`src/rtl/tgfe_ram.sv`:
```
`timescale 1ns / 1ps
`default_nettype none
// ----------------------------------------------------------------------------
// tgfe_ram: generic single-write, single-read RAM
// One write port and one read port with registered read data.
// ----------------------------------------------------------------------------
module tgfe_ram #(
    parameter int WIDTH = 16,
    parameter int DEPTH = 256
) (
    input  wire logic                     i_clk,
    input  wire logic                     i_we,
    input  wire logic [$clog2(DEPTH)-1:0] i_waddr,
    input  wire logic [WIDTH-1:0]         i_wdata,
    input  wire logic [$clog2(DEPTH)-1:0] i_raddr,
    output logic      [WIDTH-1:0]         o_rdata
);

    logic [WIDTH-1:0] r_mem [DEPTH];

    always_ff @(posedge i_clk) begin
        if (i_we) begin
            r_mem[i_waddr] <= i_wdata;
        end
        o_rdata <= r_mem[i_raddr];
    end

endmodule
`default_nettype wire

```
`config.mk`:
```
export PLATFORM = sky130hd
export DESIGN_NAME = tgfe_ram
export DESIGN_NICKNAME = d
export VERILOG_FILES = /design/src/rtl/tgfe_ram.sv
export SDC_FILE = /design/constraint.sdc
export NUM_CORES = 2
export LEC_CHECK = 0
export BUFFER_PORTS_ARGS = -buffer_cell sky130_fd_sc_hd__buf_2
export CAP_MARGIN = 5
export CELL_PAD_IN_SITES_DETAIL_PLACEMENT = 1
export CELL_PAD_IN_SITES_GLOBAL_PLACEMENT = 2
export CORE_AREA = 2 2 591 593
export DETAILED_ROUTE_END_ITERATION = 8
export DIE_AREA = 0 0 593 595
export GPL_ROUTABILITY_DRIVEN = 1
export PLACE_DENSITY_LB_ADDON = 0.1
export SLEW_MARGIN = 20
export SYNTH_ARGS = -nofsm -noshare
export SYNTH_HDL_FRONTEND = slang
export SYNTH_SLANG_ARGS = --single-unit
```
`constraint.sdc`:
```
create_clock -name i_clk -period 2.11 [get_ports i_clk]
set_clock_uncertainty 0.05 [all_clocks]
set_input_delay 0 -clock i_clk [delete_from_list [all_inputs] [get_ports i_clk]]
set_output_delay 0 -clock i_clk [all_outputs]
set_load 0.01 [all_outputs]
```
After elaboration in Yosys (flattened, before gate mapping). Memories as Yosys holds them, arrays and structs flattened. A register that Yosys moved wholly into a read port is not among the register bits. Cells that the tools add are included.

Memories: 1. Bits of input ports: 34. Register bits after elaboration: 0. Bits in writable memories: 4096. Word-level logic and storage cells: 3. Output and inout port bits: 16.

Memory list: r_mem (depth 256, bits a word 16, read ports 1, clocked after Yosys merged registers in 1, wr ports 1, RTL line 19) `logic [WIDTH-1:0] r_mem [DEPTH];`.

Multiplexer cells: 2.

Operator list (number): 1-bit two-way mux (2).

Logic depth before layout (Yosys ltp).
Depth after elaboration: 2. Gate-level depth with buffers: 12. Mapped depth without buffers: 6.

Least setup slack after synthesis. No wires, ideal clock.

Path kind: in2reg. Start point: input port i_waddr[3]. End point: memory r_mem[235][0] (enable). Stages on the path: 6. Path buffers: 3. Arrival time: 1777 ps. Library setup time: 388 ps. Slack: -105 ps. Required time: 1672 ps. Path through: clkbuf_1 > nor2b_1 > clkbuf_1 > nand4_1 > clkbuf_1 > nor2_1.

RTL lines: start, declared (RTL line 13) `input wire logic [$clog2(DEPTH)-1:0] i_waddr,`; end, declared (RTL line 19).

Straight into the memory's write port.

==> results.toml <==
[run_status]
status = "finished, violations left"
violations = "negative setup slack"

[synth]
synth-seq-cells = 4112
yosys.area.top_type_share_pct = 77.5
synth_ff_type = "edfxtp_1"
synth_edf_count = 4096
syn_nets = 7394
ys_types = 52
async_flop_share_pct = 0
synth.cell_area_um2 = 159000
synth.area.top_cells = "edfxtp_1 77%, mux4_2 11%, mux2i_1 3.6%"
syn-instance-count = 7360
seq_area_frac_synth_pct = 77.7
ys.warnings.count = 0
syn_avg_cell_area_um2 = 21.6
synth_largest_area_cell = "edfxtp_1"

[route]
vias = 82700
wl_per_cell_um = 35.5
ant_nets = 0
drt_iter0_drc = 9685
wl_um = 481000
via_per_inst = 6.11
drc = 0
dr.pass1.iters = 6

[critical_path]
critPathKind = "reg2reg"
crit_path_start_kind = "register"
cp-end-kind = "register"
cp_max_fo = 1
crit_required_ns = 2.96
arrival_ns = 3.54

[clocking]
htreeDepth = 5
cts_tree = "done"
cts-root-buf = "clkbuf_16"
cts_buffers = 432
clock_sinks = 4112
postCtsSetupRepairBufs = 0
clk_pin_slew_ns = 0.06
clockBufferDepth = 4
clk_latency_ns = 1.03

[grt]
grt_max_degree = 96
grt.total_usage_pct = 27.3
grt_antenna_before_repair = 30
overflow = 0
grt_pass1_vias = 85700
grt_pass1_wl_um = 676000

[placed_design]
gp_congestion = 0.857
io_buffers = 49
postPlaceCellArea_um2 = 176000
dp_hpwl_um = 306000
placed_cells = 12700

[floorplanning]
die_h_um = 595
start_util_pct = 45.7
ios = 50
die_x_um = 593
dieArea_um2 = 353000
placementRows = 217
coreArea_um2 = 347000

[sta]
slew-limit-headroom_pct = 26.2
worstMarginPinSlew_ns = 1.10
tns_ns = -5.39
drv_slew = 0
whs_ns = 0.0287
fin_crit_ns = 2.70
period_share_pct = 128
setup_slack_ns = -0.586
hold_violations = 0
setup_viol_count_final = 16
clock.fmax_mhz = 371
rsz0062_at_grt = "true"

[final_layout]
final_cells = 13500
area_delta_synth_final_pct = 20.3
nFillCells = 29600
nets = 8604
final_cell_area_um2 = 191000
drive_gt1_share_pct = 32.7

[power_and_ir_drop]
power_density_nw_per_um2 = 915
design_power_total_w = 0.175
vdd_ir_drop_max_v = 0.000736
power.leakage_nw = 61.9

[run]
maxCapViolCount = 0

[hold_path]
hp-class = "in2reg"
==> worst max-delay path: stages (launching register included) <==
cell and delay [ns]:
edfxtp_1 0.38, mux4_2 0.56, mux4_2 0.51, a22o_4 0.34, o32ai_4 0.48, buf_6 0.20, nor4_2 0.04
==> stage by stage <==
stage               util (%)  setup WS, ns
global route            55.0        -0.528
CTS                     54.9        -0.538
floorplan                  -        -0.105
detailed placement      50.6         -1.58
global placement        50.6         -1.56
finish                  55.0        -0.586
==> flip-flops by register name, summed over array words and instances (netlist names) <==
| signal | flops |
|---|---|
| r_mem | 4096 |
| o_rdata | 16 |
==> worst paths after layout <==
| path | slack (ns) | cells after the start | to | from |
|---|---|---|---|---|
| setup / recovery | -0.59 | 6 | o_rdata[7] | r_mem[57][7] |
| hold / removal | 0.03 | 2 | r_mem[231][1] | i_wdata[1] |
| setup reg to reg | -0.59 | 6 | o_rdata[7] | r_mem[57][7] |
| hold reg to reg | 1.02 | 6 | o_rdata[6] | r_mem[106][6] |
==> placed cells by master (no fill, tap or decap), types with 12 or more instances in the layout <==
cell type	instances
edfxtp_1	4096
mux4_2	797
buf_4	738
mux2i_1	565
clkbuf_16	443
buf_12	379
o221ai_1	252
nor2_1	179
a21oi_1	173
o22ai_1	148
nor2_2	124
clkinv_1	102
clkinv_2	96
clkbuf_1	93
nor3_1	86
mux2_2	83
dlygate4sd3_1	45
a22oi_1	38
o21ai_0	37
bufinv_16	32
buf_2	28
nand2_1	27
nand4_1	26
nand3_1	26
a22o_4	18
a211oi_1	18
buf_8	18
a221oi_1	16
dfxtp_1	16
nor4_2	15
buf_6	15
diode_2	12
inv_6	12
==> Yosys cell counts (18+ instances only) <==
| cell | count |
|---|---|
| nand4_1 | 26 |
| clkbuf_1 | 230 |
| buf_6 | 77 |
| nor3_1 | 92 |
| nand2_1 | 38 |
| a221oi_1 | 28 |
| buf_4 | 26 |
| o21ai_0 | 37 |
| nand3_1 | 35 |
| nor2_1 | 304 |
| mux2_2 | 88 |
| buf_2 | 76 |
| edfxtp_1 | 4096 |
| buf_1 | 27 |
| mux2i_1 | 565 |
| o221ai_1 | 252 |
| o22ai_1 | 148 |
| a21oi_1 | 175 |
| a22oi_1 | 43 |
| a22o_1 | 32 |
| a211oi_1 | 18 |
| o32ai_1 | 20 |
| mux4_2 | 797 |
==> logic make-up after synthesis <==
group                  share of synthesized area (%)
buffers and inverters                           1.69
AOI/OAI and AO/OA                               3.54
muxes                                           15.5
and+or+nand+nor                                 1.57
DFF                                             77.7
==> repair_timing <==
action	4_1_cts	5_1_grt
gates resized for setup	125	35
pin swaps	26	14
hold endpoints to repair	6607	152
endpoints found under the setup margin	16	45
gates cloned	0	1
hold buffers	51	1
==> report_power, final <==
group          switching [W]  total, W  internal, W
registers           0.000157    0.0902       0.0900
clock network         0.0318    0.0740       0.0422
logic                0.00635    0.0104      0.00405
==> final cells by class <==
cell class,instances,area [um2],share of cell area (%)
repair buffers,1228,14300,7.47
inverters,4,27.5,0.0144
clock buffers,537,11400,5.99
clock inverters,260,2170,1.14
multi-input cells,2792,33900,17.8
flip-flops and latches,4112,123000,64.6
well taps,4599,5750,3.01
diodes,12,30.0,0.0157
==> metal layers <==
layer / GRT usage, % / wire, um / vias up
met3: 4.79 / 34000 / 568
met1: 40.1 / 208000 / 45400
li1: - / - / 33800
met4: 5.84 / 10500 / 8
met5: 0 / 51 / -
met2: 43.0 / 229000 / 2933
Note: power is estimated with default switching activity, not from simulation.
