[src/rtl/tgfe_pkg.sv]
`timescale 1ns / 1ps
`default_nettype none
// ----------------------------------------------------------------------------
// tgfe_pkg: shared types and constants
// Request layouts, the band gain table and the register and function codes
// used by the three-band FIR equalizer.
// ----------------------------------------------------------------------------
package tgfe_pkg;

    localparam int DATA_W    = 16;
    localparam int BAND_CNT  = 3;
    localparam int SEL_W     = 3;
    localparam int CFG_IDX_W = 2;
    localparam int PROD_W    = 2 * DATA_W;

    localparam logic [SEL_W-1:0] SEL_RESET = 3'd3;

    localparam logic [CFG_IDX_W-1:0] CFG_GAIN_LOW  = 2'd0;
    localparam logic [CFG_IDX_W-1:0] CFG_GAIN_MID  = 2'd1;
    localparam logic [CFG_IDX_W-1:0] CFG_GAIN_HIGH = 2'd2;

    localparam logic FUNC_SAMPLE = 1'b0;
    localparam logic FUNC_LOAD   = 1'b1;

    localparam logic [1:0] BAND_LOW  = 2'd0;
    localparam logic [1:0] BAND_MID  = 2'd1;
    localparam logic [1:0] BAND_HIGH = 2'd2;

    localparam logic signed [DATA_W-1:0] SAT_MAX = 16'sh7FFF;
    localparam logic signed [DATA_W-1:0] SAT_MIN = 16'sh8000;

    typedef struct packed {
        logic                     func;
        logic [1:0]               band;
        logic [7:0]               tap_index;
        logic signed [DATA_W-1:0] coefficient;
        logic signed [DATA_W-1:0] left_in;
        logic signed [DATA_W-1:0] right_in;
    } t_in_item;

    typedef struct packed {
        logic signed [DATA_W-1:0] left_out;
        logic signed [DATA_W-1:0] right_out;
    } t_out_item;

    typedef struct packed {
        logic [SEL_W-1:0] low;
        logic [SEL_W-1:0] mid;
        logic [SEL_W-1:0] high;
    } t_gain_sel;

    // Index 0 is the low band, 2 the high band.
    typedef logic [BAND_CNT-1:0][DATA_W-1:0] t_coef_word;

    // Index 1 is left, 0 is right.
    typedef logic [1:0][DATA_W-1:0] t_hist_word;

    typedef struct packed {
        logic vld;
        logic first;
        logic last;
        logic live;
    } t_tap_tag;

    typedef enum logic [2:0] {
        S_IDLE,
        S_LOAD_RD,
        S_LOAD_WR,
        S_PUSH,
        S_RUN,
        S_DRAIN,
        S_DONE
    } t_state;

    function automatic logic signed [DATA_W-1:0] gain_of(input logic [SEL_W-1:0] sel);
        logic signed [DATA_W-1:0] g;
        case (sel)
            3'd0:    g = 16'sh080A;
            3'd1:    g = 16'sh100A;
            3'd2:    g = 16'sh16A7;
            3'd3:    g = 16'sh2000;
            3'd4:    g = 16'sh2D34;
            3'd5:    g = 16'sh3FD9;
            default: g = 16'sh7F65;
        endcase
        return g;
    endfunction

endpackage
`default_nettype wire

[src/rtl/tgfe_mac.sv]
`timescale 1ns / 1ps
`default_nettype none
// ----------------------------------------------------------------------------
// tgfe_mac: tap and multiply-accumulate pipeline
// Builds each effective tap from the three band coefficients and gains, then
// accumulates both channels and rounds and saturates the sums.
// ----------------------------------------------------------------------------
module tgfe_mac
    import tgfe_pkg::*;
#(
    parameter int NUM_TAPS = 256
) (
    input  wire logic       i_clk,
    input  wire logic       i_rst_n,
    input  wire t_tap_tag   i_tag,
    input  wire t_coef_word i_coef_rdata,
    input  wire t_hist_word i_hist_rdata,
    input  wire t_gain_sel  i_gains,
    output logic            o_done,
    output t_out_item       o_result
);

    localparam int ACC_W = PROD_W + 1 + $clog2(NUM_TAPS);
    localparam int Y_W   = ACC_W + 1 - 15;

    t_tap_tag                  r_tag1;
    t_tap_tag                  r_tag2;
    t_tap_tag                  r_tag3;
    t_tap_tag                  r_tag4;
    logic signed [PROD_W-1:0]  r_p [BAND_CNT];
    logic signed [DATA_W-1:0]  r_xl1;
    logic signed [DATA_W-1:0]  r_xr1;
    logic signed [DATA_W-1:0]  r_xl2;
    logic signed [DATA_W-1:0]  r_xr2;
    logic signed [DATA_W-1:0]  r_h;
    logic signed [PROD_W-1:0]  r_pl;
    logic signed [PROD_W-1:0]  r_pr;
    logic signed [ACC_W-1:0]   r_acc_l;
    logic signed [ACC_W-1:0]   r_acc_r;
    logic signed [DATA_W-1:0]  w_gain [BAND_CNT];
    logic [DATA_W-1:0]         w_h;

    function automatic logic signed [DATA_W-1:0] finish(input logic signed [ACC_W-1:0] acc);
        logic [ACC_W:0] rnd;
        logic [Y_W-1:0] y;
        logic signed [DATA_W-1:0] res;
        rnd = {acc[ACC_W-1], acc} + {{(ACC_W - 14){1'b0}}, 1'b1, 14'd0};
        y   = rnd[ACC_W:15];
        if (y[Y_W-1:DATA_W-1] == {(Y_W - DATA_W + 1){y[DATA_W-1]}}) begin
            res = y[DATA_W-1:0];
        end else begin
            res = y[Y_W-1] ? SAT_MIN : SAT_MAX;
        end
        return res;
    endfunction

    assign w_gain[0] = gain_of(i_gains.low);
    assign w_gain[1] = gain_of(i_gains.mid);
    assign w_gain[2] = gain_of(i_gains.high);

    assign w_h = r_p[0][30:15] + r_p[1][30:15] + r_p[2][30:15];

    always_ff @(posedge i_clk) begin
        if (!i_rst_n) begin
            r_tag1 <= '0;
            r_tag2 <= '0;
            r_tag3 <= '0;
            r_tag4 <= '0;
            o_done <= 1'b0;
        end else begin
            r_tag1 <= i_tag;
            r_tag2 <= r_tag1;
            r_tag3 <= r_tag2;
            r_tag4 <= r_tag3;
            o_done <= r_tag4.vld && r_tag4.last;
        end
    end

    always_ff @(posedge i_clk) begin
        for (int b = 0; b < BAND_CNT; b++) begin
            r_p[b] <= $signed(i_coef_rdata[b]) * w_gain[b];
        end
        r_xl1 <= r_tag1.live ? $signed(i_hist_rdata[1]) : '0;
        r_xr1 <= r_tag1.live ? $signed(i_hist_rdata[0]) : '0;
        r_h   <= $signed(w_h);
        r_xl2 <= r_xl1;
        r_xr2 <= r_xr1;
        r_pl  <= r_h * r_xl2;
        r_pr  <= r_h * r_xr2;
        if (r_tag4.vld) begin
            if (r_tag4.first) begin
                r_acc_l <= {{(ACC_W - PROD_W){r_pl[PROD_W-1]}}, r_pl};
                r_acc_r <= {{(ACC_W - PROD_W){r_pr[PROD_W-1]}}, r_pr};
            end else begin
                r_acc_l <= r_acc_l + {{(ACC_W - PROD_W){r_pl[PROD_W-1]}}, r_pl};
                r_acc_r <= r_acc_r + {{(ACC_W - PROD_W){r_pr[PROD_W-1]}}, r_pr};
            end
        end
    end

    assign o_result.left_out  = finish(r_acc_l);
    assign o_result.right_out = finish(r_acc_r);

endmodule
`default_nettype wire

[config.mk]
export PLATFORM = sky130hd
export DESIGN_NAME = tgfe_mac
export DESIGN_NICKNAME = d
export VERILOG_FILES = /design/src/rtl/tgfe_pkg.sv /design/src/rtl/tgfe_mac.sv
export SDC_FILE = /design/constraint.sdc
export NUM_CORES = 2
export LEC_CHECK = 0
export BUFFER_PORTS_ARGS = -buffer_cell sky130_fd_sc_hd__buf_2
export CORE_MARGIN = 2
export CORE_UTILIZATION = 49
export DETAILED_ROUTE_END_ITERATION = 16
export PLACE_DENSITY = 0.67
export SLEW_MARGIN = 20
export SYNTH_ARGS = -nofsm -noshare
export SYNTH_HDL_FRONTEND = slang
export SYNTH_SLANG_ARGS = --single-unit
[constraint.sdc]
create_clock -name i_clk -period 8.6 [get_ports i_clk]
set_clock_uncertainty 0.15 [all_clocks]
set_input_delay 1.72 -clock i_clk [delete_from_list [all_inputs] [get_ports i_clk]]
set_output_delay 1.72 -clock i_clk [all_outputs]
set_load 0.1 [all_outputs]
# After elaboration in Yosys (flattened, before gate mapping)
# Memories as Yosys holds them, arrays and structs flattened.
# Index checks and enable logic that the tools add are counted.
# W data, S select, Z words.
# totals
word_cells,65
reg_bits,240
out_inout_bits,33
ram_bits,96
in_bits,95
n_memories,1
# op_classes
multipliers,5
n_reduce_logical,4
muxes,9
eq_ne,17
n_addsub,6
# mem_list
name,words,word_bits,read_ports,rd_ports_with_merged_regs,wr,line,text
r_p,3,32,3,0,3,tgfe_mac.sv:30,logic signed [PROD_W-1:0] r_p [BAND_CNT];
# op_table
operator,n
$pmux W15 S6,3
$mul A16 B16 Y32,5
$add A41 B16 Y42 const B,2
$add A41 B41 Y41,2
$mux W41,2
$mux W16,4
$add A16 B16 Y16,2
$eq A11 B11 Y1,2
$eq A3 B2 Y1 const B,6
$eq A3 B3 Y1 const B,6
$eq A3 B1 Y1 const B,3
$logic_not A3 Y1,3
$logic_and A1 B1 Y1,1

# Logic depth before layout (Yosys ltp)
# depth
word_depth,3
depth_mapped,32
ltp_nobuf,30

# Worst setup path after synthesis
# No wires, ideal clock.
# synth_timing
path_type,input -> register
startpoint,in i_gains[0] (netlist name)
endpoint,mem r_p[0][94] (netlist name)
arrival_ps,8178
setup_ps,72
slack_ps,200
path_stages,27
cell_sequence,buf_2 > a21oi_1 > clkbuf_1 > clkbuf_1 > nand2_1 > fa_1 > fa_1 > inv_1 > fa_1 > inv_1 > fa_1 > inv_1 > fa_1 > inv_1 > fa_1 > inv_1 > ha_1 > a21o_1 > a21o_1 > a21oi_1 > o21a_1 > o21ai_0 > o311a_1 > a41oi_1 > o2111ai_1 > a21oi_1 > xnor2_1
# synth_lines
item,line,text
from (decl),tgfe_mac.sv:18,"input wire t_gain_sel i_gains,"
to (decl),tgfe_mac.sv:30,

==> results.sh <==
export IMPL_vias_per_cell=5.18
export IMPL_io_pins=128
export IMPL_setup_tns_ps=0
export IMPL_overflow=0
export IMPL_hold_class="flop to flop"
export IMPL_rsz0062_at_grt="no"
export IMPL_worstPathArrival_ps=8340
export IMPL_p_per_area_nw_per_um2=422
export IMPL_synth_edf_count=82
export IMPL_drtAntennaViolNets=0
export IMPL_irDropWorstVdd_mv=0.599
export IMPL_core_um2=120000
export IMPL_yosys_warnings=0
export IMPL_synth_top_area_share_pct=42.1
export IMPL_worst_pin_slew_ps=1060
export IMPL_portBuffers=127
export IMPL_synth_area_um2=59200
export IMPL_r2r_start="r_h[3]$_DFF_P_"
export IMPL_synth_cell_types=84
export IMPL_initial_utilization_pct=49.4
export IMPL_slew_viol_final=0
export IMPL_finalCriticalPeriod_ps=7980
export IMPL_die_area_um2=124000
export IMPL_dieWidth_um=352
export IMPL_grtUsageTotal_pct=23.2
export IMPL_finalHoldViolCount=0
export IMPL_synth_flop_cell="dfxtp_1"
export IMPL_power_w=0.0267
export IMPL_numCtsBuffers=39
export IMPL_synthTopCellsByCount="inv_1, fa_1, nand2_1"
export IMPL_holdPathStages=0
export IMPL_die_height_um=352
export IMPL_slew_headroom_pct=29.3
export IMPL_synth_nets=8275
export IMPL_nNetsFinal=8323
export IMPL_drt_initial_drc_count=2650
export IMPL_cts_root_buffer="clkbuf_16"
export IMPL_synth_seq_area_share_pct=11.1
export IMPL_drt_total_wl_mm=137
export IMPL_setup_ws_ps=621
export IMPL_synthArstFlopShare_pct=0
export IMPL_h_tree_depth=2
export IMPL_synth_area_per_cell_um2=9.20
export IMPL_cts_sinks=288
export IMPL_place_gp_congestion=0.960
export IMPL_drive_gt1_share_pct=5.22
export IMPL_reg2reg_to="r_pr[31]$_DFF_P_"
export IMPL_crit_required_ps=8960
export IMPL_yosys_area_top_type="fa_1"
export IMPL_worst_setup_path_end_kind="flop"
export IMPL_hold_end="r_xr2[2]$_DFF_P_"
export IMPL_ys_top_cells_by_area="fa_1, ha_1, inv_1, dfxtp_1, nand2_1"
export IMPL_cts_hold_buf=0
export IMPL_netlist_instances=6436
export IMPL_ff2ff_setup_slack_ps=1140
export IMPL_grt_pass1_wl_mm=229
export IMPL_path_clk_slew_ps=60
export IMPL_vias=42134
export IMPL_cts_tree="yes"
export IMPL_fp_row_count=127
export IMPL_start_kind="input pin"
export IMPL_wire_per_inst_um=16.9
export IMPL_max_cap_violations=0
export IMPL_grt_max_degree=77
export IMPL_p_leak_nw=31.1
export IMPL_period_share_pct=92.8
export IMPL_cts_resized=0
export IMPL_grt_pass1_vias=44599
export IMPL_synth_seq_cells=288
export IMPL_post_cts_setup_buffers=0
export IMPL_clkLatencyLatePin_ps=610
export IMPL_place_ws_ps=49.2
export IMPL_critPathKind="input pin to flop"
export IMPL_holdCritStartpoint="r_xr1[2]$_SDFF_PN0_"
export IMPL_path_max_fanout=10
export IMPL_drc=0
export IMPL_yosysMostFrequentCell="inv_1"
export IMPL_outcome="complete, no violations"
export IMPL_clockBufferDepth=3
export IMPL_setup_viol=0
export IMPL_dp_hpwl_mm=116
export IMPL_r2r_cells=21
export IMPL_drtPass1Iterations=9
export IMPL_syn_to_final_growth_pct=6.72
export IMPL_antenna_found_initial=4
export IMPL_clock_fmax_mhz=125
## sequential cells by signal, indices dropped and copies added, names as in the netlist
name,count
r_tag2,3
r_xl1,16
r_pr,32
r_xl2,16
r_pl,32
r_h,16
r_acc_l,41
r_tag4,3
r_xr1,16
r_p,48
r_tag1,4
r_acc_r,41
o_done,1
r_xr2,16
r_tag3,3
## metal layers
metal  GRT usage, %  up-vias  part of all wire (%)
met3           3.35      226                   5.6
met2           38.4     1072                    48
met5              0        -                 0.014
li1               -    19571                     -
met4           5.84        4                   2.6
met1           32.2    21261                    44
## worst max-delay path: stages
cell and delay [ps]:
buf_2 130, nor2b_1 130, or2_2 390, buf_4 210, nand2_1 80, inv_1 70
nand2_1 100, inv_1 70, fa_1 520, inv_1 60, fa_1 490, inv_1 60
fa_1 490, fa_1 510, fa_1 490, inv_1 50, fa_1 470, inv_1 40
ha_1 280, nor2b_1 130, o21ai_0 160, o211ai_1 190, a2111oi_4 440, o32ai_2 220
a41oi_2 290, o221ai_1 190, a21oi_1 210, xnor2_1 130
## where the power goes
group	leakage, nW	internal (W)	switching [W]
sequential	2.46	0.00222	0.000504
combinational	27.9	0.00977	0.0124
clock	0.673	0.00104	0.000721
## metrics by stage
step | utilization [%] | hold WS (ps) | instances | cell area [um2]
floorplan | - | 160 | 6436 | 59200
global placement | 51.6 | 161 | 8054 | 61800
detailed placement | 51.6 | 162 | 8054 | 61800
CTS | 52.7 | 149 | 8126 | 63200
global route | 52.7 | 157 | 8127 | 63200
finish | 52.7 | 156 | 8129 | 63200
## cells by family after synthesis
| group | synth area share [%] |
|---|---|
| multiplexers | 0.522 |
| AO/OA/AOI/OAI | 6.61 |
| buffers and inverters | 11.1 |
| flip-flops | 11.1 |
| AND/OR/NAND/NOR | 14.2 |
| XOR/XNOR | 3.80 |
| adder cells (fa/ha/maj) | 52.7 |
## area by class of cell
cell class | count | area (um2)
well taps | 1612 | 2020
clock buffers | 51 | 1140
diodes | 2 | 5.00
inverters | 1523 | 5720
clock inverters | 21 | 258
flip-flops and latches | 288 | 6600
fillers | 11140 | 56600
multi-input cells | 4405 | 46100
repair buffers | 227 | 1390
## worst max path at each step
| stage | slack [ps] | end | start | cells after the start |
|---|---|---|---|---|
| after floorplan | 200 | r_p[0][94]$_DFF_P_ | i_gains[0] | 27 |
| after global placement | 180 | r_p[0][30]$_DFF_P_ | i_gains[7] | 28 |
| after detailed placement | 50 | r_p[0][30]$_DFF_P_ | i_gains[7] | 28 |
| after CTS | 690 | r_p[0][30]$_DFF_P_ | i_gains[7] | 28 |
| after global routing | 240 | r_p[0][30]$_DFF_P_ | i_gains[7] | 27 |
| final | 620 | r_p[0][30]$_DFF_P_ | i_gains[7] | 28 |
## placed cells by master, fill, tap and decap left out, drive strengths merged, types with 8 or more instances in the layout
| cell | netlist | routed |
|---|---|---|
| a31oi | 21 | 21 |
| edfxtp | 82 | 82 |
| nor3 | 39 | 39 |
| inv | 1523 | 1528 |
| dfxtp | 206 | 206 |
| a21oi | 169 | 169 |
| fa | 1244 | 1244 |
| xor2 | 90 | 90 |
| clkbuf | 209 | 51 |
| mux2i | 23 | 23 |
| o21ai | 182 | 182 |
| o31ai | 15 | 15 |
| or2 | 14 | 14 |
| and3 | 49 | 49 |
| or3 | 9 | 9 |
| o21bai | 13 | 13 |
| nor4 | 8 | 8 |
| clkinv | 0 | 10 |
| xnor2 | 167 | 167 |
| ha | 500 | 500 |
| buf | 11 | 227 |
| o211ai | 13 | 13 |
| nand2 | 752 | 752 |
| a21o | 81 | 81 |
| nor2 | 253 | 253 |
| nand4 | 32 | 32 |
| a211oi | 10 | 10 |
| nand3 | 86 | 86 |
| and4 | 11 | 11 |
| nand2b | 69 | 69 |
| a211o | 10 | 10 |
| a2111oi | 11 | 11 |
| o21a | 33 | 33 |
| and2 | 342 | 342 |
| nor2b | 62 | 62 |
No activity file was read; power rests on OpenSTA's default activity.
