===== src/rtl/tgfe_pkg.sv =====
`timescale 1ns / 1ps
`default_nettype none
// ----------------------------------------------------------------------------
// tgfe_pkg: shared types and constants
// Request layouts, the band gain table and the register and function codes
// used by the three-band FIR equalizer.
// ----------------------------------------------------------------------------
package tgfe_pkg;

    localparam int DATA_W    = 16;
    localparam int BAND_CNT  = 3;
    localparam int SEL_W     = 3;
    localparam int CFG_IDX_W = 2;
    localparam int PROD_W    = 2 * DATA_W;

    localparam logic [SEL_W-1:0] SEL_RESET = 3'd3;

    localparam logic [CFG_IDX_W-1:0] CFG_GAIN_LOW  = 2'd0;
    localparam logic [CFG_IDX_W-1:0] CFG_GAIN_MID  = 2'd1;
    localparam logic [CFG_IDX_W-1:0] CFG_GAIN_HIGH = 2'd2;

    localparam logic FUNC_SAMPLE = 1'b0;
    localparam logic FUNC_LOAD   = 1'b1;

    localparam logic [1:0] BAND_LOW  = 2'd0;
    localparam logic [1:0] BAND_MID  = 2'd1;
    localparam logic [1:0] BAND_HIGH = 2'd2;

    localparam logic signed [DATA_W-1:0] SAT_MAX = 16'sh7FFF;
    localparam logic signed [DATA_W-1:0] SAT_MIN = 16'sh8000;

    typedef struct packed {
        logic                     func;
        logic [1:0]               band;
        logic [7:0]               tap_index;
        logic signed [DATA_W-1:0] coefficient;
        logic signed [DATA_W-1:0] left_in;
        logic signed [DATA_W-1:0] right_in;
    } t_in_item;

    typedef struct packed {
        logic signed [DATA_W-1:0] left_out;
        logic signed [DATA_W-1:0] right_out;
    } t_out_item;

    typedef struct packed {
        logic [SEL_W-1:0] low;
        logic [SEL_W-1:0] mid;
        logic [SEL_W-1:0] high;
    } t_gain_sel;

    // Index 0 is the low band, 2 the high band.
    typedef logic [BAND_CNT-1:0][DATA_W-1:0] t_coef_word;

    // Index 1 is left, 0 is right.
    typedef logic [1:0][DATA_W-1:0] t_hist_word;

    typedef struct packed {
        logic vld;
        logic first;
        logic last;
        logic live;
    } t_tap_tag;

    typedef enum logic [2:0] {
        S_IDLE,
        S_LOAD_RD,
        S_LOAD_WR,
        S_PUSH,
        S_RUN,
        S_DRAIN,
        S_DONE
    } t_state;

    function automatic logic signed [DATA_W-1:0] gain_of(input logic [SEL_W-1:0] sel);
        logic signed [DATA_W-1:0] g;
        case (sel)
            3'd0:    g = 16'sh080A;
            3'd1:    g = 16'sh100A;
            3'd2:    g = 16'sh16A7;
            3'd3:    g = 16'sh2000;
            3'd4:    g = 16'sh2D34;
            3'd5:    g = 16'sh3FD9;
            default: g = 16'sh7F65;
        endcase
        return g;
    endfunction

endpackage
`default_nettype wire


===== src/rtl/tgfe_ctrl.sv =====
`timescale 1ns / 1ps
`default_nettype none
// ----------------------------------------------------------------------------
// tgfe_ctrl: request sequencer
// Accepts requests, performs coefficient read-modify-write for loads, pushes
// samples into the history ring and walks the taps of one sample.
// ----------------------------------------------------------------------------
module tgfe_ctrl
    import tgfe_pkg::*;
#(
    parameter int NUM_TAPS = 256
) (
    input  wire logic                        i_clk,
    input  wire logic                        i_rst_n,
    input  wire logic                        i_in_valid,
    input  wire t_in_item                    i_in_data,
    output logic                             o_in_ready,
    input  wire logic                        i_out_free,
    input  wire logic                        i_done,
    output logic                             o_load_out,
    input  wire t_coef_word                  i_coef_rdata,
    output logic [$clog2(NUM_TAPS)-1:0]      o_coef_raddr,
    output logic                             o_coef_we,
    output logic [$clog2(NUM_TAPS)-1:0]      o_coef_waddr,
    output t_coef_word                       o_coef_wdata,
    output logic [$clog2(NUM_TAPS)-1:0]      o_hist_raddr,
    output logic                             o_hist_we,
    output logic [$clog2(NUM_TAPS)-1:0]      o_hist_waddr,
    output t_hist_word                       o_hist_wdata,
    output t_tap_tag                         o_tag
);

    localparam int TAP_W  = $clog2(NUM_TAPS);
    localparam int FILL_W = $clog2(NUM_TAPS + 1);
    localparam logic [TAP_W-1:0]  K_LAST   = TAP_W'(NUM_TAPS - 1);
    localparam logic [FILL_W-1:0] FILL_MAX = FILL_W'(NUM_TAPS);

    t_state             r_state;
    t_state             n_state;
    t_in_item           r_req;
    logic [TAP_W-1:0]   r_head;
    logic [FILL_W-1:0]  r_fill;
    logic [TAP_W-1:0]   r_k;
    logic [TAP_W-1:0]   r_rp;
    logic               w_load_ok;
    logic [TAP_W-1:0]   w_req_tap;

    assign w_load_ok = (i_in_data.band != 2'd3) && (int'(i_in_data.tap_index) < NUM_TAPS);
    assign w_req_tap = TAP_W'(r_req.tap_index);

    always_comb begin
        n_state = r_state;
        case (r_state)
            S_IDLE: begin
                if (i_in_valid) begin
                    if (i_in_data.func == FUNC_LOAD) begin
                        n_state = w_load_ok ? S_LOAD_RD : S_IDLE;
                    end else begin
                        n_state = S_PUSH;
                    end
                end
            end
            S_LOAD_RD: n_state = S_LOAD_WR;
            S_LOAD_WR: n_state = S_IDLE;
            S_PUSH:    n_state = S_RUN;
            S_RUN: begin
                if (r_k == K_LAST) begin
                    n_state = S_DRAIN;
                end
            end
            S_DRAIN: begin
                if (i_done) begin
                    n_state = S_DONE;
                end
            end
            S_DONE: begin
                if (i_out_free) begin
                    n_state = S_IDLE;
                end
            end
            default: n_state = S_IDLE;
        endcase
    end

    always_comb begin
        o_in_ready   = 1'b0;
        o_load_out   = 1'b0;
        o_coef_raddr = w_req_tap;
        o_coef_we    = 1'b0;
        o_coef_waddr = w_req_tap;
        o_coef_wdata = i_coef_rdata;
        o_hist_raddr = r_rp;
        o_hist_we    = 1'b0;
        o_hist_waddr = r_head;
        o_hist_wdata = {r_req.left_in, r_req.right_in};
        o_tag        = '0;
        case (r_req.band)
            BAND_LOW:  o_coef_wdata[0] = r_req.coefficient;
            BAND_MID:  o_coef_wdata[1] = r_req.coefficient;
            BAND_HIGH: o_coef_wdata[2] = r_req.coefficient;
            default:   o_coef_wdata    = i_coef_rdata;
        endcase
        case (r_state)
            S_IDLE:    o_in_ready = 1'b1;
            S_LOAD_WR: o_coef_we  = 1'b1;
            S_PUSH:    o_hist_we  = 1'b1;
            S_RUN: begin
                o_coef_raddr = r_k;
                o_tag.vld    = 1'b1;
                o_tag.first  = (r_k == '0);
                o_tag.last   = (r_k == K_LAST);
                o_tag.live   = (FILL_W'(r_k) < r_fill);
            end
            S_DONE:    o_load_out = i_out_free;
            default:   o_in_ready = 1'b0;
        endcase
    end

    always_ff @(posedge i_clk) begin
        if (!i_rst_n) begin
            r_state <= S_IDLE;
            r_head  <= '0;
            r_fill  <= '0;
        end else begin
            r_state <= n_state;
            case (r_state)
                S_PUSH: begin
                    if (r_fill != FILL_MAX) begin
                        r_fill <= r_fill + 1'b1;
                    end
                end
                S_RUN: begin
                    if (r_k == K_LAST) begin
                        r_head <= (r_head == K_LAST) ? '0 : r_head + 1'b1;
                    end
                end
                default: r_head <= r_head;
            endcase
        end
    end

    always_ff @(posedge i_clk) begin
        if ((r_state == S_IDLE) && i_in_valid) begin
            r_req <= i_in_data;
        end
        if (r_state == S_PUSH) begin
            r_k  <= '0;
            r_rp <= r_head;
        end else if (r_state == S_RUN) begin
            r_k  <= r_k + 1'b1;
            r_rp <= (r_rp == '0) ? K_LAST : r_rp - 1'b1;
        end
    end

endmodule
`default_nettype wire


===== config.mk =====
export PLATFORM = sky130hd
export DESIGN_NAME = tgfe_ctrl
export DESIGN_NICKNAME = d
export VERILOG_FILES = /design/src/rtl/tgfe_pkg.sv /design/src/rtl/tgfe_ctrl.sv
export SDC_FILE = /design/constraint.sdc
export NUM_CORES = 1
export LEC_CHECK = 0
export ABC_CLOCK_PERIOD_IN_PS = 3700
export BUFFER_PORTS_ARGS = -buffer_cell sky130_fd_sc_hd__buf_2
export CAP_MARGIN = 5
export CORE_ASPECT_RATIO = 0.9
export CORE_MARGIN = 8
export CORE_UTILIZATION = 50
export DETAILED_ROUTE_END_ITERATION = 7
export PLACE_DENSITY_LB_ADDON = 0.05
export SLEW_MARGIN = 20
export SYNTH_ARGS = -nofsm -noshare
export SYNTH_HDL_FRONTEND = slang
export SYNTH_SLANG_ARGS = --single-unit

===== constraint.sdc =====
create_clock -name i_clk -period 3.7 [get_ports i_clk]
set_input_delay 0.555 -clock i_clk [delete_from_list [all_inputs] [get_ports i_clk]]
set_output_delay 0.555 -clock i_clk [all_outputs]
set_load 0.01 [all_outputs]

### After elaboration in Yosys (flattened, before gate mapping)

Cells that the tools add are included.
Widths: inputs -> output; s select.

| storage, ports and cells | value |
|---|---|
| input bits | 112 |
| output and inout bits | 120 |
| memories kept | 0 |
| RAM bits | 0 |
| bits in registers | 94 |
| ROM bits | 0 |
| word-level logic and storage cells | 60 |
| bits in latches | 0 |

| cells by class | value |
|---|---|
| shifts and indexed selects | 0 |
| eq/ne operators | 16 |
| magnitude comparators | 1 |
| muxes and demuxes | 20 |
| multipliers | 0 |
| div/mod/pow operators | 0 |
| add/subtract/negate cells | 4 |
| bitwise gates (word level) | 0 |
| reduce and logical (&&, ||, !) cells | 9 |

Operators by type and width:

| cell | count |
|---|---|
| $mux 16 | 3 |
| $mux 8 | 5 |
| $pmux 3 s6 | 1 |
| $add 8x1->8 const B | 2 |
| $eq 8x8->1 const B | 2 |
| $logic_not 8->1 | 2 |
| $mux 3 | 4 |
| $ne 2x2->1 const B | 5 |
| $add 9x1->9 const B | 1 |
| $eq 3x3->1 const B | 3 |
| $lt 8x9->1 | 1 |
| $ne 9x9->1 const B | 1 |
| $sub 8x1->8 const B | 1 |
| $eq 3x2->1 const B | 2 |
| $mux 1 | 5 |
| $mux 4 | 1 |
| $reduce_and 2->1 | 2 |
| $reduce_and 4->1 | 1 |
| $eq 3x1->1 const B | 1 |
| $logic_not 3->1 | 1 |
| $eq 2x1->1 const B | 1 |
| $eq 2x2->1 const B | 1 |
| $logic_not 2->1 | 1 |
| $mux 2 | 1 |
| 2 further kinds | 2 |

### Longest topological paths before layout

Gate-level depths: netlist of run 1.

| logic depth | value |
|---|---|
| depth after elaboration | 5 |
| mapped depth | 6 |
| depth with buffers taken out | 6 |

### Least setup slack after synthesis of run 1

OpenSTA, ideal clock, no wires.

| timing path | value |
|---|---|
| path type | reg-to-reg |
| start | register r_state[0] |
| end | register r_req, in the netlist o_coef_waddr[0], enable pin |
| period minus slack after synthesis | 2.701 ns |
| slack | 0.999 ns |
| arrival time | 2.279 ns |
| stages on the path, launching flop included | 4 |
| required time | 3.278 ns |
| cell sequence | dfxtp_1 clkbuf_1 nor3_1 and2_1 |

| between the ends | value |
|---|---|
| longest elaborated chain between the ends | 2 |

RTL lines:

| what | line | source |
|---|---|---|
| start, declared | tgfe_ctrl.sv:38 | `t_state r_state;` |
| start signal, assigned | tgfe_ctrl.sv:125 | `r_state <= n_state;` |
| $logic_not 3->1 | tgfe_ctrl.sv:143 | `if ((r_state == S_IDLE) && i_in_valid) begin` |
| $logic_and 1x1->1 | tgfe_ctrl.sv:143 |  |
| end signal, assigned | tgfe_ctrl.sv:144 | `r_req <= i_in_data;` |
| end, declared | tgfe_ctrl.sv:40 | `t_in_item r_req;` |

Every way passes these cells.
A chain may end at the register's enable or synchronous reset.

==> results.toml, run 1 <==
[grt]
grt_max_degree = 30
grt-ovfl-total = 0
grt_antenna_before_repair = 1
grt_pass1_vias = 3943
grt_pass1_wl_microns = 21700
grt_usage = 0.213

[routing]
drc = 0
wl_per_cell_microns = 19.2
first_pass_iters = 4
routed_wl_microns = 14200
drt-initial-drc-count = 236
vias = 3780
via_per_inst = 5.12
antenna_left = 0

[worst_setup_path]
crit_fanout = 20
reg2reg_depth = 4
regToRegEndpoint = "o_hist_waddr[4]$_SDFFE_PN0P_"
end_kind = "primary output"
cp_slowest_stage_delay_ps = 700
crit_arrival_ps = 2370
critPathKind = "flop to primary output"
slowest_stage = "or3b_1"
rrSetupSlack_ps = 1270
cp.required_ps = 3140
crit_chain = "or3b_1, inv_2, nand4_1, nor4_1, buf_2"
regToRegStartpoint = "r_state[2]$_SDFFE_PN0P_"
cp-start-kind = "flop"

[timing]
holdWs_ps = 363
timing.fmax_ghz = 0.342
slew_headroom = 0.449
finalCritPeriodShare = 0.790
period_needed_ps = 2920
rsz0062_at_grt = "no"
hold_viol = 0
drv_slew = 0
skew_ps = 13.5
finalSetupTns_ps = 0
finalSetupViolCount = 0
tightest_slew_ps = 827

[cts]
cts_buffer_depth = 2
root_buffer = "clkbuf_8"
cts_tree = "done"
cts_max_level = 3
cts_hold_buf = 0
clock_sinks = 94
cts_setup_buffers = 0
clk_pin_slew_worst_paths_ps = 100
clk_latency_ps = 360
ctsResizeCount = 0
numCtsBuffers = 9

[die]
start_util = 0.518
core-area_sq_um = 9210
fp.dieW_microns = 119
die-height_microns = 109
dieArea_sq_um = 12900
io_pins = 232
num_rows = 33

[layout]
insertedDiodeCount = 0
layout_commonest_cell = "buf_2"
fin_nets = 737
fin_util = 0.646
area_growth_pct = 24.8
drive_gt1_frac = 0.472
layout_common_cells = "buf_2 (231), edfxtp_1 (66), nand2_1 (39)"

[place]
dp_hpwl_microns = 11400
place.gp.congestion = 0.845
portBuffers = 231

[logic_synthesis]
synth_edf_count = 66
ys_warn_count = 0
synth_cell_types = 47
synth_seq_cells = 94
synth_ff_type = "edfxtp_1"
synth_area_leaders = "edfxtp_1 (42%), dfxtp_1 (12%), mux2_2 (8.3%)"
syn_nets = 547
synthCells = 421
ys_seq_area_frac = 0.533
netlist_area_sq_um = 4770
synth_top_area_share = 0.416
yosysTopAreaCell = "edfxtp_1"
avgSynthCellArea_sq_um = 11.3
synthArstFlopShare = 0

[power_and_ir_drop]
p_total_mw = 2.87
power_leakage_nw = 2.57
ir_drop_mv = 0.246
power_density_nw_per_um2 = 483

[hold_path]
min_path_cells = 1
hp-start = "i_in_data[32]"
whs_endpoint = "r_req[32]$_DFFE_PP_"
hp-class = "primary input to flop"

[run_status]
status = "complete, no violations"

[job]
drv_cap = 0
[critical path: cells and delay by family, from the launching register on]
family / cells / cell delay [ps]
flops: 1 / 510
buf+inv: 2 / 510
simple gates: 3 / 990
[worst max-delay path by stage]
stage	startpoint	end	slack [ps]
2_1_floorplan	r_state[0]$_SDFFE_PN0P_	o_coef_waddr[0]$_DFFE_PP_	1000
3_3_place_gp	r_state[2]$_SDFFE_PN0P_	o_tag[2]	1250
3_5_place_dp	r_state[2]$_SDFFE_PN0P_	o_tag[2]	1180
4_1_cts	r_state[2]$_SDFFE_PN0P_	o_tag[2]	780
5_1_grt	r_state[2]$_SDFFE_PN0P_	o_tag[2]	560
6_report	r_state[2]$_SDFFE_PN0P_	o_tag[2]	780
[kinds of logic after synthesis]
group / after synthesis / synth area share
DFF: 94 / 0.533
xor gates and xnor gates: 20 / 0.0368
AOI/OAI and AO/OA: 41 / 0.0496
adders and majority gates: 14 / 0.0368
muxes: 52 / 0.122
and+or+nand+nor: 124 / 0.129
buffers and inverters: 76 / 0.0921
[cell usage after synthesis, types with 2 or more instances]
cell      count
edfxtp_1     66
buf_4        40
nand2_1      39
mux2_2       35
nor2_1       32
dfxtp_1      28
inv_1        18
a21oi_1      17
ha_1         14
clkbuf_1     13
mux2_1       13
xnor2_1      13
nor4_1       10
o21ai_0      10
nand4_1       8
nand3_1       7
xor2_1        7
nor3_1        6
mux2i_1       4
a31oi_1       3
buf_2         3
or3_1         3
a21o_1        2
a41oi_1       2
and4_1        2
nand2b_1      2
nor2b_1       2
nor3b_1       2
o21ai_1       2
[where the power goes]
group | switching, mW | internal, mW | leakage [nW]
sequential | 0.0988 | 1.31 | 0.849
combinational | 0.436 | 0.330 | 1.63
clock | 0.373 | 0.322 | 0.0980
[routing by layer]
metal  share of wire  global-route usage  up-vias
li1                -                   -     1841
met1            0.40               0.243     1796
met2            0.53               0.392      137
met4          0.0029              0.0442        2
met3           0.065              0.0630        4
met5         0.00092                   0        -
[layout make-up]
type                    count  area (sq um)
inverters                  20          75.1
well taps                 122           153
clock inverters             7          82.6
clock buffers               9           124
fillers                   789          3260
repair buffers            235          1190
multi-input cells         251          1790
flip-flops and latches     94          2540
[registers in the layout, summed over array words and instances (netlist names)]
| register | cells |
|---|---|
| o_coef_waddr | 8 |
| o_hist_raddr | 8 |
| r_k | 8 |
| r_req | 18 |
| r_state | 3 |
| r_fill | 9 |
| o_hist_waddr | 8 |
| o_hist_wdata | 32 |
[per-stage QoR]
| stage | setup slack [ps] | instances | area [sq um] |
|---|---|---|---|
| floorplan | 999 | 421 | 4770 |
| global placement | 1250 | 722 | 5740 |
| detailed placement | 1180 | 722 | 5740 |
| CTS | 781 | 738 | 5950 |
| global route | 565 | 738 | 5950 |
| finish | 775 | 738 | 5950 |
Power figures use the tool's default switching activity.
==> run 2: changes to the inputs <==
--- a/config.mk
+++ b/config.mk
@@ -5,12 +5,12 @@
 export SDC_FILE = /design/constraint.sdc
 export NUM_CORES = 1
 export LEC_CHECK = 0
-export ABC_CLOCK_PERIOD_IN_PS = 3700
+export ABC_CLOCK_PERIOD_IN_PS = 2600
 export BUFFER_PORTS_ARGS = -buffer_cell sky130_fd_sc_hd__buf_2
 export CAP_MARGIN = 5
 export CORE_ASPECT_RATIO = 0.9
 export CORE_MARGIN = 8
-export CORE_UTILIZATION = 50
+export CORE_UTILIZATION = 42
 export DETAILED_ROUTE_END_ITERATION = 7
 export PLACE_DENSITY_LB_ADDON = 0.05
 export SLEW_MARGIN = 20
==> constraint.sdc (replaced) <==
create_clock -name i_clk -period 2.6 [get_ports i_clk]
set_input_delay 0.39 -clock i_clk [delete_from_list [all_inputs] [get_ports i_clk]]
set_output_delay 0.39 -clock i_clk [all_outputs]
set_load 0.01 [all_outputs]
==> run 2 against run 1 <==
Against the previous run:
- core utilization is 10 points lower
- final area increased by 2.5%
- sequential cell count unchanged
- register-to-register slack worse by 810 ps
- clock-buffer cell count is 1 higher
- critical path depth stayed put
- via count increased by 0.69%
- total power increased by 51%
- clock power rose by 76%
- global-route usage is 3.8 points lower
- worst setup slack worse by 640 ps
- non-clock buffer count up 3
- critical path type unchanged
==> results.toml, run 2 (synthesized netlist as in run 1, its figures left out) <==
[timing]
tightest_slew_ps = 841
finalWorstSetupSlack_ps = 139
slew_headroom = 0.439
drv_slew = 0
timing.fmax_ghz = 0.406
finalSetupViolCount = 0
finalCritPeriodShare = 0.946
skew_ps = 8.59
finalSetupTns_ps = 0
rsz0062_at_grt = "no"
holdWs_ps = 221
period_needed_ps = 2460
hold_viol = 0

[worst_setup_path]
rrSetupSlack_ps = 460
critPathKind = "flop to primary output"
path_delay_family = "simple AND/OR/NAND/NOR gates"
cp-start-kind = "flop"
crit_arrival_ps = 2070
end_kind = "primary output"
reg2reg_depth = 4
crit_fanout = 14
crit_chain = "or3b_1, inv_2, nand4_1, nor4_1, buf_2"
regToRegEndpoint = "o_hist_waddr[4]$_SDFFE_PN0P_"
cp.required_ps = 2210
slowest_stage = "or3b_1"
cp_slowest_stage_delay_ps = 520
worst-path-buf-inv = 2
regToRegStartpoint = "r_state[2]$_SDFFE_PN0P_"

[cts]
cts_max_level = 3
clock_sinks = 94
clk_pin_slew_worst_paths_ps = 70
ctsResizeCount = 0
root_buffer = "clkbuf_16"
cts_tree = "done"
numCtsBuffers = 9
cts_setup_buffers = 0
cts_buffer_depth = 2
cts_hold_buf = 0
clk_latency_ps = 340

[hold_path]
hp-class = "primary input to flop"
whs_endpoint = "o_hist_wdata[30]$_DFFE_PP_"
hp-start = "i_in_data[30]"
min_path_cells = 1

[routing]
wl_per_cell_microns = 17.9
drt-initial-drc-count = 198
antenna_left = 0
routed_wl_microns = 13900
first_pass_iters = 4
vias = 3806
drc = 0
via_per_inst = 4.91

[die]
dieArea_sq_um = 15000
num_rows = 37
start_util = 0.424
fp.dieW_microns = 128
die-height_microns = 117
io_pins = 232
core-area_sq_um = 11200

[layout]
design_area_sq_um = 6090
area_growth_pct = 27.9
fin_nets = 740
fin_cells = 775
layout_commonest_cell = "buf_2"
drive_gt1_frac = 0.472
insertedDiodeCount = 0
largest_reg_flops = 32
layout_common_cells = "buf_2 (231), edfxtp_1 (66), nand2_1 (39)"

[job]
drv_cap = 0

[grt]
grt_antenna_before_repair = 2
grt_max_degree = 59
grt_pass1_wl_microns = 20500
grt_pass1_vias = 3841
grt-ovfl-total = 0
grt_usage = 0.175

[place]
dp_hpwl_microns = 11000
portBuffers = 231
dpl_cell_area_sq_um = 5820
dp.cells = 759
place.gp.congestion = 0.815
pre_cts_ws_ps = 507

[power_and_ir_drop]
ir_drop_mv = 0.388
power_density_nw_per_um2 = 709
power_leakage_nw = 2.62

[run_status]
status = "complete, no violations"
[run 2: area by class of cell]
cell class                      count  area (sq um)
Fill cell                        1016          5150
Sequential cell                    94          2540
Multi-Input combinational cell    251          1790
Timing Repair Buffer              238          1220
Clock buffer                       10           229
Tap cell                          156           195
Inverter                           20          75.1
Clock inverter                      6          46.3
[run 2: worst max-delay path by stage]
stage	startpoint	endpoint	slack [ps]	depth (start not counted)
2_1_floorplan	r_state[0]$_SDFFE_PN0P_	o_coef_waddr[0]$_DFFE_PP_	510	3
3_3_place_gp	r_state[2]$_SDFFE_PN0P_	o_hist_waddr[4]$_SDFFE_PN0P_	530	4
3_5_place_dp	r_state[2]$_SDFFE_PN0P_	o_hist_waddr[4]$_SDFFE_PN0P_	510	4
4_1_cts	r_state[2]$_SDFFE_PN0P_	o_tag[2]	140	5
5_1_grt	r_state[2]$_SDFFE_PN0P_	o_tag[2]	20	5
6_report	r_state[2]$_SDFFE_PN0P_	o_tag[2]	140	5
[run 2: report_power, final]
group          internal (mW)  switching, mW
registers               1.87          0.124
clock network          0.654          0.562
logic                  0.486          0.625
[run 2: metrics by stage]
stage,util,power [mW]
floorplan,-,2.75
detailed placement,0.517,3.16
global placement,0.517,3.14
CTS,0.542,4.39
global route,0.542,4.54
finish,0.542,4.32
[run 2: routing by layer]
layer  GRT usage  wire length, microns  vias up
met5           0                    27        -
met4      0.0522                   201        4
met3      0.0598                  1270       18
met2       0.301                  6830      146
met1       0.204                  5550     1785
li1            -                     -     1853
